==> src/rtl/bdc_pkg.sv <==
package bdc_pkg;

    // width of the millisecond tick counter, which moves once per processed sample, and its time stamps
    localparam int TIME_BITS = 32;

    // configuration port
    localparam int CFG_IDX_BITS  = 3;
    localparam int CFG_DATA_BITS = 16;

    typedef enum logic [CFG_IDX_BITS-1:0] {
        REG_DEBOUNCE    = 3'd0,
        REG_HOLD        = 3'd1,
        REG_DIM_PERIOD  = 3'd2,
        REG_MIN_LEVEL   = 3'd3,
        REG_MAX_LEVEL   = 3'd4,
        REG_RAPID_WIN   = 3'd5,
        REG_RAPID_COUNT = 3'd6,
        REG_START_LEVEL = 3'd7
    } cfg_reg_t;

    // reset values of the registers
    localparam logic [15:0] DEBOUNCE_RST    = 16'd50;
    localparam logic [15:0] HOLD_RST        = 16'd500;
    localparam logic [15:0] DIM_PERIOD_RST  = 16'd10;
    localparam logic [7:0]  MIN_LEVEL_RST   = 8'd1;
    localparam logic [7:0]  MAX_LEVEL_RST   = 8'd255;
    localparam logic [15:0] RAPID_WIN_RST   = 16'd2000;
    localparam logic [3:0]  RAPID_COUNT_RST = 4'd5;
    localparam logic [7:0]  START_LEVEL_RST = 8'd128;

    // click counter saturation
    localparam logic [3:0]  CLICK_MAX = 4'd15;

endpackage

==> src/rtl/button_dimmer_controller.sv <==
// path: an input transfer goes through the input register and then the result register
// throughput: one button sample per cycle; an empty input register takes a new sample
// while a result waits, a full one stalls the input as long as the result is stalled
// reset: asynchronous, active low; registers take their defaults, the light is off,
// the level is the default start level (128), the dimming direction is up
module button_dimmer_controller
    import bdc_pkg::*;
(
    input  logic                     clk,
    input  logic                     rst_n,

    // configuration write port
    input  logic                     cfg_we,
    input  logic [CFG_IDX_BITS-1:0]  cfg_index,
    input  logic [CFG_DATA_BITS-1:0] cfg_data,

    // button samples, one per millisecond tick
    input  logic                     in_valid,
    output logic                     in_stall,
    input  logic                     button_raw,

    // results
    output logic                     out_valid,
    input  logic                     out_stall,
    output logic                     light_on,
    output logic [7:0]               level,
    output logic                     changed,
    output logic                     save_request,
    output logic                     radio_off,
    output logic                     radio_toggled,
    output logic                     dim_upward
);

    // configuration registers
    logic [15:0] debounce_reg;
    logic [15:0] hold_reg;
    logic [15:0] dim_period_reg;
    logic [7:0]  min_level_reg;
    logic [7:0]  max_level_reg;
    logic [15:0] rapid_win_reg;
    logic [3:0]  rapid_count_reg;

    // controller state
    logic [TIME_BITS-1:0] tick_reg,   tick_next;
    logic [TIME_BITS-1:0] chg_stamp_reg, chg_stamp_next;
    logic [TIME_BITS-1:0] press_stamp_reg, press_stamp_next;
    logic [TIME_BITS-1:0] dim_stamp_reg, dim_stamp_next;
    logic [TIME_BITS-1:0] win_start_reg, win_start_next;
    logic                 last_sample_reg, last_sample_next;
    logic                 stable_reg, stable_next;
    logic                 holding_reg, holding_next;
    logic                 dir_up_reg, dir_up_next;
    logic                 lamp_reg, lamp_next;
    logic                 radio_reg, radio_next;
    logic [3:0]           clicks_reg, clicks_next;
    logic [7:0]           bright_reg, bright_next;

    // pipeline registers
    logic                 in_vld_reg;
    logic                 in_btn_reg;
    logic                 out_vld_reg;
    logic                 light_reg;
    logic [7:0]           level_reg;
    logic                 changed_reg, changed_next;
    logic                 save_reg, save_next;
    logic                 radio_out_reg;
    logic                 toggled_reg, toggled_next;
    logic                 dir_out_reg;

    logic                 advance;
    logic                 in_take;

    // per-tick intermediate values
    logic                 deb_ok;
    logic                 stable_edge;
    logic                 hold_ok;
    logic                 dim_due;
    logic                 win_expired;
    logic [3:0]           clicks_inc;
    logic [7:0]           level_click;
    logic [7:0]           level_step;

    // handshake
    assign advance  = in_vld_reg && (!out_vld_reg || !out_stall);
    assign in_stall = in_vld_reg && !advance;
    assign in_take  = in_valid && !in_stall;

    // configuration writes
    always_ff @(posedge clk or negedge rst_n)
    begin
        if (!rst_n)
        begin
            debounce_reg    <= DEBOUNCE_RST;
            hold_reg        <= HOLD_RST;
            dim_period_reg  <= DIM_PERIOD_RST;
            min_level_reg   <= MIN_LEVEL_RST;
            max_level_reg   <= MAX_LEVEL_RST;
            rapid_win_reg   <= RAPID_WIN_RST;
            rapid_count_reg <= RAPID_COUNT_RST;
        end
        else if (cfg_we)
        begin
            case (cfg_index)
                REG_DEBOUNCE:    debounce_reg    <= cfg_data;
                REG_HOLD:        hold_reg        <= cfg_data;
                REG_DIM_PERIOD:  dim_period_reg  <= cfg_data;
                REG_MIN_LEVEL:   min_level_reg   <= cfg_data[7:0];
                REG_MAX_LEVEL:   max_level_reg   <= cfg_data[7:0];
                REG_RAPID_WIN:   rapid_win_reg   <= cfg_data;
                REG_RAPID_COUNT: rapid_count_reg <= cfg_data[3:0];
                // start level writes are ignored; reset always loads the default start level
                REG_START_LEVEL: ;
                default:         ;
            endcase
        end
    end

    // one tick of the controller
    always_comb
    begin
        chg_stamp_next   = chg_stamp_reg;
        press_stamp_next = press_stamp_reg;
        dim_stamp_next   = dim_stamp_reg;
        win_start_next   = win_start_reg;
        stable_next      = stable_reg;
        holding_next     = holding_reg;
        dir_up_next      = dir_up_reg;
        lamp_next        = lamp_reg;
        radio_next       = radio_reg;
        clicks_next      = clicks_reg;
        changed_next     = 1'b0;
        save_next        = 1'b0;
        toggled_next     = 1'b0;
        level_click      = bright_reg;
        level_step       = bright_reg;
        bright_next      = bright_reg;

        // debounce: a change this tick restarts the stable time at zero
        if (in_btn_reg != last_sample_reg)
        begin
            chg_stamp_next = tick_reg;
            deb_ok         = 1'b0;
        end
        else
        begin
            deb_ok = (tick_reg - chg_stamp_reg) > TIME_BITS'(debounce_reg);
        end
        stable_edge = deb_ok && (in_btn_reg != stable_reg);

        win_expired = (tick_reg - win_start_reg) > TIME_BITS'(rapid_win_reg);
        clicks_inc  = (clicks_reg < CLICK_MAX) ? 4'(clicks_reg + 4'd1) : clicks_reg;

        // debounced edge
        if (stable_edge)
        begin
            stable_next = in_btn_reg;
            if (in_btn_reg)
            begin
                press_stamp_next = tick_reg;
            end
            else if (holding_reg)
            begin
                holding_next = 1'b0;
                dir_up_next  = !dir_up_reg;
                save_next    = 1'b1;
            end
            else
            begin
                // click: toggle the light, clamp on turn-on, count rapid clicks
                lamp_next    = !lamp_reg;
                changed_next = 1'b1;
                save_next    = 1'b1;
                if (!lamp_reg)
                begin
                    if (bright_reg < min_level_reg)
                        level_click = min_level_reg;
                    else if (bright_reg > max_level_reg)
                        level_click = max_level_reg;
                end
                if (win_expired)
                begin
                    win_start_next = tick_reg;
                    clicks_next    = 4'd1;
                end
                else
                begin
                    clicks_next = clicks_inc;
                end
                if (clicks_next >= rapid_count_reg)
                begin
                    clicks_next  = 4'd0;
                    radio_next   = !radio_reg;
                    toggled_next = 1'b1;
                end
            end
        end

        // hold dimming; a press edge this tick has zero elapsed time
        hold_ok = stable_reg && !stable_edge
                  && ((tick_reg - press_stamp_reg) > TIME_BITS'(hold_reg));
        dim_due = (tick_reg - dim_stamp_reg) >= TIME_BITS'(dim_period_reg);

        if (dir_up_reg)
            level_step = (level_click < max_level_reg) ? 8'(level_click + 8'd1)
                                                       : max_level_reg;
        else
            level_step = (level_click > min_level_reg) ? 8'(level_click - 8'd1)
                                                       : min_level_reg;
        if (level_step < min_level_reg)
            level_step = min_level_reg;
        else if (level_step > max_level_reg)
            level_step = max_level_reg;

        bright_next = level_click;
        if (hold_ok)
        begin
            holding_next = 1'b1;
            lamp_next    = 1'b1;
            if (dim_due)
            begin
                dim_stamp_next = tick_reg;
                bright_next    = level_step;
                changed_next   = 1'b1;
            end
        end

        last_sample_next = in_btn_reg;
        tick_next        = TIME_BITS'(tick_reg + 1'b1);
    end

    // state update and pipeline control
    always_ff @(posedge clk or negedge rst_n)
    begin
        if (!rst_n)
        begin
            tick_reg        <= '0;
            chg_stamp_reg   <= '0;
            press_stamp_reg <= '0;
            dim_stamp_reg   <= '0;
            win_start_reg   <= '0;
            last_sample_reg <= 1'b0;
            stable_reg      <= 1'b0;
            holding_reg     <= 1'b0;
            dir_up_reg      <= 1'b1;
            lamp_reg        <= 1'b0;
            radio_reg       <= 1'b0;
            clicks_reg      <= '0;
            bright_reg      <= START_LEVEL_RST;
            in_vld_reg      <= 1'b0;
            out_vld_reg     <= 1'b0;
        end
        else
        begin
            // input register
            if (in_take)
                in_vld_reg <= 1'b1;
            else if (advance)
                in_vld_reg <= 1'b0;

            // result register
            if (advance)
                out_vld_reg <= 1'b1;
            else if (!out_stall)
                out_vld_reg <= 1'b0;

            if (advance)
            begin
                tick_reg        <= tick_next;
                chg_stamp_reg   <= chg_stamp_next;
                press_stamp_reg <= press_stamp_next;
                dim_stamp_reg   <= dim_stamp_next;
                win_start_reg   <= win_start_next;
                last_sample_reg <= last_sample_next;
                stable_reg      <= stable_next;
                holding_reg     <= holding_next;
                dir_up_reg      <= dir_up_next;
                lamp_reg        <= lamp_next;
                radio_reg       <= radio_next;
                clicks_reg      <= clicks_next;
                bright_reg      <= bright_next;
            end
        end
    end

    // payload registers
    always_ff @(posedge clk)
    begin
        if (in_take)
            in_btn_reg <= button_raw;
        if (advance)
        begin
            light_reg     <= lamp_next;
            level_reg     <= bright_next;
            changed_reg   <= changed_next;
            save_reg      <= save_next;
            radio_out_reg <= radio_next;
            toggled_reg   <= toggled_next;
            dir_out_reg   <= dir_up_next;
        end
    end

    assign out_valid     = out_vld_reg;
    assign light_on      = light_reg;
    assign level         = level_reg;
    assign changed       = changed_reg;
    assign save_request  = save_reg;
    assign radio_off     = radio_out_reg;
    assign radio_toggled = toggled_reg;
    assign dim_upward    = dir_out_reg;

    // a radio toggle only comes from a click, which always announces a change
    assert property (@(posedge clk) disable iff (!rst_n)
        out_valid && radio_toggled |-> changed)
        else $error("radio toggle without change pulse");

    // a save without a change is a hold release, which reverses the direction
    assert property (@(posedge clk) disable iff (!rst_n)
        advance && save_next && !changed_next |-> dir_up_next != dir_up_reg)
        else $error("hold release did not reverse direction");

    // an empty input register never stalls the input
    assert property (@(posedge clk) disable iff (!rst_n)
        !in_vld_reg |-> !in_stall)
        else $error("stall with empty input register");

    // the tick counter moves by exactly one per processed sample
    assert property (@(posedge clk) disable iff (!rst_n)
        advance |=> tick_reg == TIME_BITS'($past(tick_reg) + 1'b1))
        else $error("tick counter out of step");

endmodule

==> config.mk <==
export PLATFORM = sky130hd
export DESIGN_NAME = button_dimmer_controller
export DESIGN_NICKNAME = d
export VERILOG_FILES = /design/src/rtl/bdc_pkg.sv /design/src/rtl/button_dimmer_controller.sv
export SDC_FILE = /design/constraint.sdc
export NUM_CORES = 1
export LEC_CHECK = 0
export BUFFER_PORTS_ARGS = -buffer_cell sky130_fd_sc_hd__buf_4
export CAP_MARGIN = 20
export CELL_PAD_IN_SITES_DETAIL_PLACEMENT = 1
export CELL_PAD_IN_SITES_GLOBAL_PLACEMENT = 2
export CORE_MARGIN = 1.5
export CORE_UTILIZATION = 37
export DETAILED_ROUTE_END_ITERATION = 10
export GPL_TIMING_DRIVEN = 1
export HOLD_SLACK_MARGIN = 0.1
export PLACE_DENSITY_LB_ADDON = 0.12
export SLEW_MARGIN = 40
export SYNTH_ARGS = -nofsm -noshare
export SYNTH_HDL_FRONTEND = slang
export SYNTH_SLANG_ARGS = --single-unit
export TNS_END_PERCENT = 10
==> constraint.sdc <==
create_clock -name clk -period 9.4 [get_ports clk]
set_input_delay 2.82 -clock clk [delete_from_list [all_inputs] [get_ports clk]]
set_output_delay 2.82 -clock clk [all_outputs]
set_load 0.02 [all_outputs]
# --- Word level (Yosys, flattened, before mapping) ---
# Cells that the tools add are included.
op_classes:
  magnitude_cmp: 12
  n_addsub: 8
  n_mux: 45
  n_eq_ne: 10
  bitwise_logic: 3
  reduce_logical: 33
ops:
  columns: ["op", "n"]
  rows:
  - ["32-bit subtractor", 4]
  - ["8-bit two-way mux", 13]
  - ["32-bit by 16-bit greater-than comparator with 1-bit output", 3]
  - ["32-bit by 1-bit adder with 32-bit output, second input constant", 1]
  - ["32-bit by 16-bit >= comparator with 1-bit output", 1]
  - ["1-bit two-way mux", 26]
  - ["8-bit greater-than comparator", 3]
  - ["8-bit < comparator", 3]
  - ["4-bit two-way mux", 6]
  - ["2-bit AND reduction", 9]
  - ["3-bit equality test, second input constant", 3]
  - ["3-bit AND reduction", 3]
  - ["8-bit by 1-bit adder with 8-bit output, second input constant", 1]
  - ["1-bit zero test", 8]
  - ["8-bit by 1-bit subtractor with 8-bit output, second input constant", 1]
  - ["3-bit by 2-bit equality test with 1-bit output, second input constant", 2]
  - ["1-bit logical AND", 6]
  - ["5-bit AND reduction", 1]
  - ["4-bit by 1-bit adder with 4-bit output, second input constant", 1]
  - ["4-bit >= comparator", 1]
  - ["4-bit < comparator, second input constant", 1]
  - ["2-bit by 1-bit != test with 1-bit output, second input constant", 2]
  - ["4-bit AND reduction", 1]
  - ["2-bit nonzero test", 2]
  - ["other kinds (6)", 9]
totals:
  in_bits: 25
  reg_bits: 279
  output_inout_bits: 16
  wordCells: 141

# --- Depth between registers and ports, before layout ---
logic_depth:
  depth_word: 15
  depth_mapped: 46

# --- Worst setup path before layout ---
# OpenSTA, ideal clock, no wires.
synth_timing:
  kind: "reg2reg"
  start: "register tick_reg[1]"
  end: "register bright_reg[1]"
  t_arrival_ps: 9029
  n_path_buf: 4
  stages_incl_launch_ff: 40
  setup_time_ps: 64
  setup_slack_ps: 306
  cell_sequence: "dfrtp_1 -> inv_1 -> fa_1 -> nand2b_1 -> a21oi_1 -> o2111ai_2 -> o21ai_2 -> xor2_1 -> ha_1 -> nand4_1 -> nor4_1 -> nand2_1 -> a211o_1 -> or4_1 -> or4_1 -> buf_2 -> and2_1 -> buf_6 -> [... 4 more ...] -> a21o_1 -> a21oi_1 -> o21ai_0 -> a2111oi_2 -> nor2_1 -> clkbuf_1 -> a211oi_1 -> a31oi_1 -> ha_1 -> a21o_1 -> a21o_1 -> a21oi_1 -> o21ai_0 -> o21ai_1 -> o31ai_1 -> a221o_1 -> a31oi_1 -> mux2_2"
synth_via:
  elab_chain_len: 13
synth_rtl:
  columns: ["item", "line", "source"]
  rows:
  - ["from (decl)", "button_dimmer_controller.sv:44", "logic [TIME_BITS-1:0] tick_reg, tick_next;"]
  - ["from (signal assigned)", "button_dimmer_controller.sv:268", "tick_reg <= tick_next;"]
  - ["32-bit subtractor", "button_dimmer_controller.sv:146", "deb_ok = (tick_reg - chg_stamp_reg) > TIME_BITS'(debounce_reg);"]
  - ["32-bit by 16-bit greater-than comparator with 1-bit output", "button_dimmer_controller.sv:146", null]
  - ["1-bit two-way mux", "button_dimmer_controller.sv:139", "if (in_btn_reg != last_sample_reg)"]
  - ["1-bit logical AND", "button_dimmer_controller.sv:148", "stable_edge = deb_ok && (in_btn_reg != stable_reg);"]
  - ["8-bit two-way mux", "button_dimmer_controller.sv:154", "if (stable_edge)"]
  - ["8-bit by 1-bit subtractor with 8-bit output, or another cell as far along", "button_dimmer_controller.sv:207", "level_step = (level_click > min_level_reg) ? 8'(level_click - 8'd1)"]
  - ["8-bit two-way mux (on tied branches)", "button_dimmer_controller.sv:207, button_dimmer_controller.sv:204", null]
  - ["8-bit two-way mux", "button_dimmer_controller.sv:203", "if (dir_up_reg)"]
  - ["8-bit greater-than comparator", "button_dimmer_controller.sv:211", "else if (level_step > max_level_reg)"]
  - ["8-bit two-way mux", "button_dimmer_controller.sv:211", null]
  - ["8-bit two-way mux", "button_dimmer_controller.sv:209", "if (level_step < min_level_reg)"]
  - ["8-bit two-way mux", "button_dimmer_controller.sv:219", "if (dim_due)"]
  - ["8-bit two-way mux *", "button_dimmer_controller.sv:215", "if (hold_ok)"]
  - ["net bright_next[1]", "button_dimmer_controller.sv:56", "logic [7:0] bright_reg, bright_next;"]
  - ["to (signal assigned)", "button_dimmer_controller.sv:280", "bright_reg <= bright_next;"]
  - ["to (decl)", "button_dimmer_controller.sv:56", null]
# The timed path passes the listed nets; every way through them passes the cells marked *.
# A chain may end at the register's enable or synchronous reset.

# --- Worst setup path after layout ---
layout_timing:
  start: "register tick_reg[6]"
  end: "register level_reg[2], in the netlist level[2] (data pin)"
layout_via:
  elab_chain_len: 13
layout_rtl:
  columns: ["item", "line", "source"]
  rows:
  - ["32-bit subtractor", "button_dimmer_controller.sv:146", null]
  - ["32-bit by 16-bit greater-than comparator with 1-bit output", "button_dimmer_controller.sv:146", null]
  - ["1-bit two-way mux", "button_dimmer_controller.sv:139", null]
  - ["1-bit logical AND", "button_dimmer_controller.sv:148", null]
  - ["8-bit two-way mux", "button_dimmer_controller.sv:154", null]
  - ["8-bit by 1-bit subtractor with 8-bit output, or another cell as far along", "button_dimmer_controller.sv:207", null]
  - ["8-bit two-way mux (on tied branches)", "button_dimmer_controller.sv:207, button_dimmer_controller.sv:204", null]
  - ["8-bit two-way mux", "button_dimmer_controller.sv:203", null]
  - ["8-bit greater-than comparator", "button_dimmer_controller.sv:211", null]
  - ["8-bit two-way mux", "button_dimmer_controller.sv:211", null]
  - ["8-bit two-way mux", "button_dimmer_controller.sv:209", null]
  - ["8-bit two-way mux", "button_dimmer_controller.sv:219", null]
  - ["8-bit two-way mux *", "button_dimmer_controller.sv:215", null]
  - ["net bright_next[2]", "button_dimmer_controller.sv:56", null]
  - ["to (signal assigned)", "button_dimmer_controller.sv:293", "level_reg <= bright_next;"]
  - ["to (decl)", "button_dimmer_controller.sv:63", "logic [7:0] level_reg;"]
# Marks and branches as above.

==> results.toml <==
[status]
outcome = "complete, no violations"

[setup_path]
reg2reg_slack_ns = 0.44
cpPeakStageDelay_ns = 0.54
critPathMaxFanout = 8
crit_slowest_cell = "or4_1"
r2r-start = "tick_reg[6]$_DFFE_PN0P_"
critical_path_class = "reg -> reg"
cp_common_cell = "ha_1"
arrival_ns = 9.23
cp_top_family = "simple AND/OR/NAND/NOR gates"
worstPathRequired_ns = 9.67
end_kind = "register"
critPathLaunchType = "register"
r2r_cells = 40
reg2reg_to = "level[2]$_DFFE_PP_"
critPathBufInv = 3

[global_route]
top_usage_layer = "met2"
met1_usage_pct = 34.14
grt_max_degree = 91
grt.overflow.total = 0
antenna_found_initial = 1
met3_usage_pct = 2.458
grt_use_met2_pct = 42.62
grt.total_usage_pct = 25.33
grt_pass1_wl_um = 117500
grt_pass1_vias = 19978

[route]
via_per_inst = 5.584
drtPass1Iterations = 4
drtAntennaViolNets = 0
dr.first_iter.drc_count = 836
drcViolationCount = 0
vias = 18772
drt_wl_total_um = 74380
routedWlPerCell_um = 22.12

[clock_tree]
cts_buffers = 39
cts_root_buf = "clkbuf_16"
htree_levels = 2
worstSkewPairLatency_ns = 0.57
cts_hold_buf = 0
cts_tree = "done"
clk_pin_slew_ns = 0.06
cts_sinks = 279
clock_path_buffers = 3

[sta]
final.period_utilization_pct = 95.27
holdWs_ns = 0.4855
hold_viol_final = 0
finalSetupViolations = 0
finalCriticalPeriod_ns = 8.955
fin_skew_ns = 0.02208
slew_violations = 0
worst_pin_slew_ns = 0.8551
fmax_ghz = 0.1117
setup_ws_ns = 0.4448
maxSlewHeadroom_pct = 42.61
fin_setup_tns_ns = 0

[synthesis]
synth_cell_type_count = 89
synth_edf_count = 15
yosys-top-cells-count = "inv_1 (256), ha_1 (241), dfrtp_1 (234)"
ys_ff_latch = 279
ys_top_cells_by_area = "dfrtp_1 (27%), ha_1 (14%), mux2_2 (6.6%)"
yosysTopAreaCell = "dfrtp_1"
async_reset_ff_share_pct = 94.62
netlist_instances = 2441
synth_area_um2 = 21500
ys.flop_type = "dfrtp_1"
synth_top_area_share_pct = 27.23
yosysMostFrequentCell = "inv_1"
synth_seq_area_share_pct = 32.99
yosys_warnings = 0
avgSynthCellArea_um2 = 8.810
synth_nets = 2711

[place]
portBuffers = 40
gp_congestion = 0.9295
hpwlAfterDp_um = 57130
pre_cts_slack_ns = -0.2968

[pwr]
ir_worst_vdd_mv = 0.1532
power_mw = 8.910
pwr-share-seq_pct = 18.5
internal-power_mw = 4.840
power_leakage_nw = 11.65
p_switching_mw = 4.070
swShare_pct = 45.68
comb_power_share_pct = 64.6
clockPowerShare_pct = 17.0
pwr_density_cell_nw_per_um2 = 359.2

[layout]
drive_gt1_share_pct = 16.21
area_delta_synth_final_pct = 15.36
diodes = 0
fillers = 6740
finalNetCount = 2836
finish.utilization_pct = 43.08

[die]
die_y_um = 244.1
core.rowCount = 88
start_util_pct = 37.34
die_w_um = 244.1
ios = 41
fp.coreArea_um2 = 57590
die_area_um2 = 59580

[hold_path]
hp-start = "radio_reg$_DFFE_PN0P_"
worstHoldEndpoint = "radio_reg$_DFFE_PN0P_"
holdPathStages = 1
hp-class = "reg -> reg"

[job]
maxCapViolations = 0
-- metrics by stage --
| step | std cells | area (µm²) |
|---|---|---|
| 3_3_place_gp | 3283 | 23290 |
| 4_1_cts | 3357 | 24630 |
| 2_1_floorplan | 2441 | 21500 |
| 6_report | 3362 | 24810 |
| 5_1_grt | 3362 | 24810 |
| 3_5_place_dp | 3285 | 23320 |
-- worst register-to-register path: cells and delay by family, from the launching register on --
kind            cells  cell delay [ns]
simple gates       15             3.13
compound gates     16             3.08
fa+ha+maj           4             1.21
buf+inv             3             0.52
flops               1             0.38
xor+xnor            1             0.16
mux                 1             0.16
-- power groups by stage --
stage / registers, mW / logic, mW / clock network, mW
finish: 1.65 / 5.75 / 1.51
global route: 1.67 / 6.40 / 1.61
floorplan: 1.62 / 3.66 / 0
detailed placement: 1.66 / 5.52 / 0
CTS: 1.64 / 5.59 / 1.57
global placement: 1.66 / 5.41 / 0
-- cell families (layout without fill, tap and decap cells) --
| family | after synthesis | in the layout | synth area share (%) |
|---|---|---|---|
| AOI/OAI and AO/OA | 665 | 665 | 19.63 |
| and+or+nand+nor | 673 | 673 | 15.28 |
| xor gates and xnor gates | 116 | 116 | 4.725 |
| buffers and inverters | 325 | 481 | 5.830 |
| DFF | 279 | 279 | 32.99 |
| muxes | 138 | 138 | 7.157 |
| adders and majority gates | 245 | 245 | 14.39 |
-- worst max path at each step --
stage / start / endpoint / slack [ns] / cells after the start
after floorplan: tick_reg[1]$_DFFE_PN0P_ / bright_reg[1]$_DFFE_PN0P_ / 0.31 / 39
after detailed placement: tick_reg[0]$_DFFE_PN0P_ / level[5]$_DFFE_PP_ / -0.30 / 40
final: tick_reg[6]$_DFFE_PN0P_ / level[2]$_DFFE_PP_ / 0.44 / 40
after global routing: tick_reg[0]$_DFFE_PN0P_ / level[5]$_DFFE_PP_ / -0.04 / 45
after global placement: tick_reg[6]$_DFFE_PN0P_ / level[5]$_DFFE_PP_ / -0.10 / 38
after CTS: tick_reg[5]$_DFFE_PN0P_ / level[5]$_DFFE_PP_ / 0.02 / 41
-- placed cells by master, fill, tap and decap left out, drive strengths merged, types with 21 or more instances in the layout --
| cell | Yosys | final |
|---|---|---|
| nand3 | 47 | 47 |
| a21oi | 162 | 162 |
| o21a | 36 | 36 |
| xnor2 | 63 | 63 |
| mux2 | 126 | 126 |
| clkbuf | 46 | 55 |
| o21ai | 211 | 211 |
| nand4 | 45 | 45 |
| a211oi | 26 | 26 |
| a21o | 48 | 48 |
| inv | 258 | 260 |
| nor4 | 21 | 21 |
| a31oi | 28 | 28 |
| nor2b | 25 | 25 |
| nand2 | 226 | 226 |
| dfrtp | 234 | 234 |
| buf | 20 | 150 |
| dfstp | 30 | 30 |
| nand2b | 30 | 30 |
| nor3 | 38 | 38 |
| xor2 | 53 | 53 |
| nor2 | 143 | 143 |
| and3 | 28 | 28 |
| ha | 241 | 241 |
-- layout make-up --
| class | count | area [µm²] | share of cell area, % |
|---|---|---|---|
| Inverter | 259 | 974.7 | 3.929 |
| Clock inverter | 17 | 180.2 | 0.7263 |
| Tap cell | 765 | 957.2 | 3.858 |
| Clock buffer | 55 | 1117 | 4.504 |
| Timing Repair Buffer | 150 | 1149 | 4.630 |
| Multi-Input combinational cell | 1837 | 13340 | 53.76 |
| Sequential cell | 279 | 7094 | 28.60 |
-- routing by layer --
layer	routed length [µm]	share of wire, %	vias to the layer above
met4	2373	3.2	0
met1	35510	48	9417
li1	-	-	8998
met3	1523	2.0	124
met5	0	0	-
met2	34980	47	233
-- repair_timing --
action,CTS,global route
pin swaps,1,10
setup buffers,0,5
endpoints found under the setup margin,16,16
gates resized for setup,4,32
No activity file was read; power rests on OpenSTA's default activity.
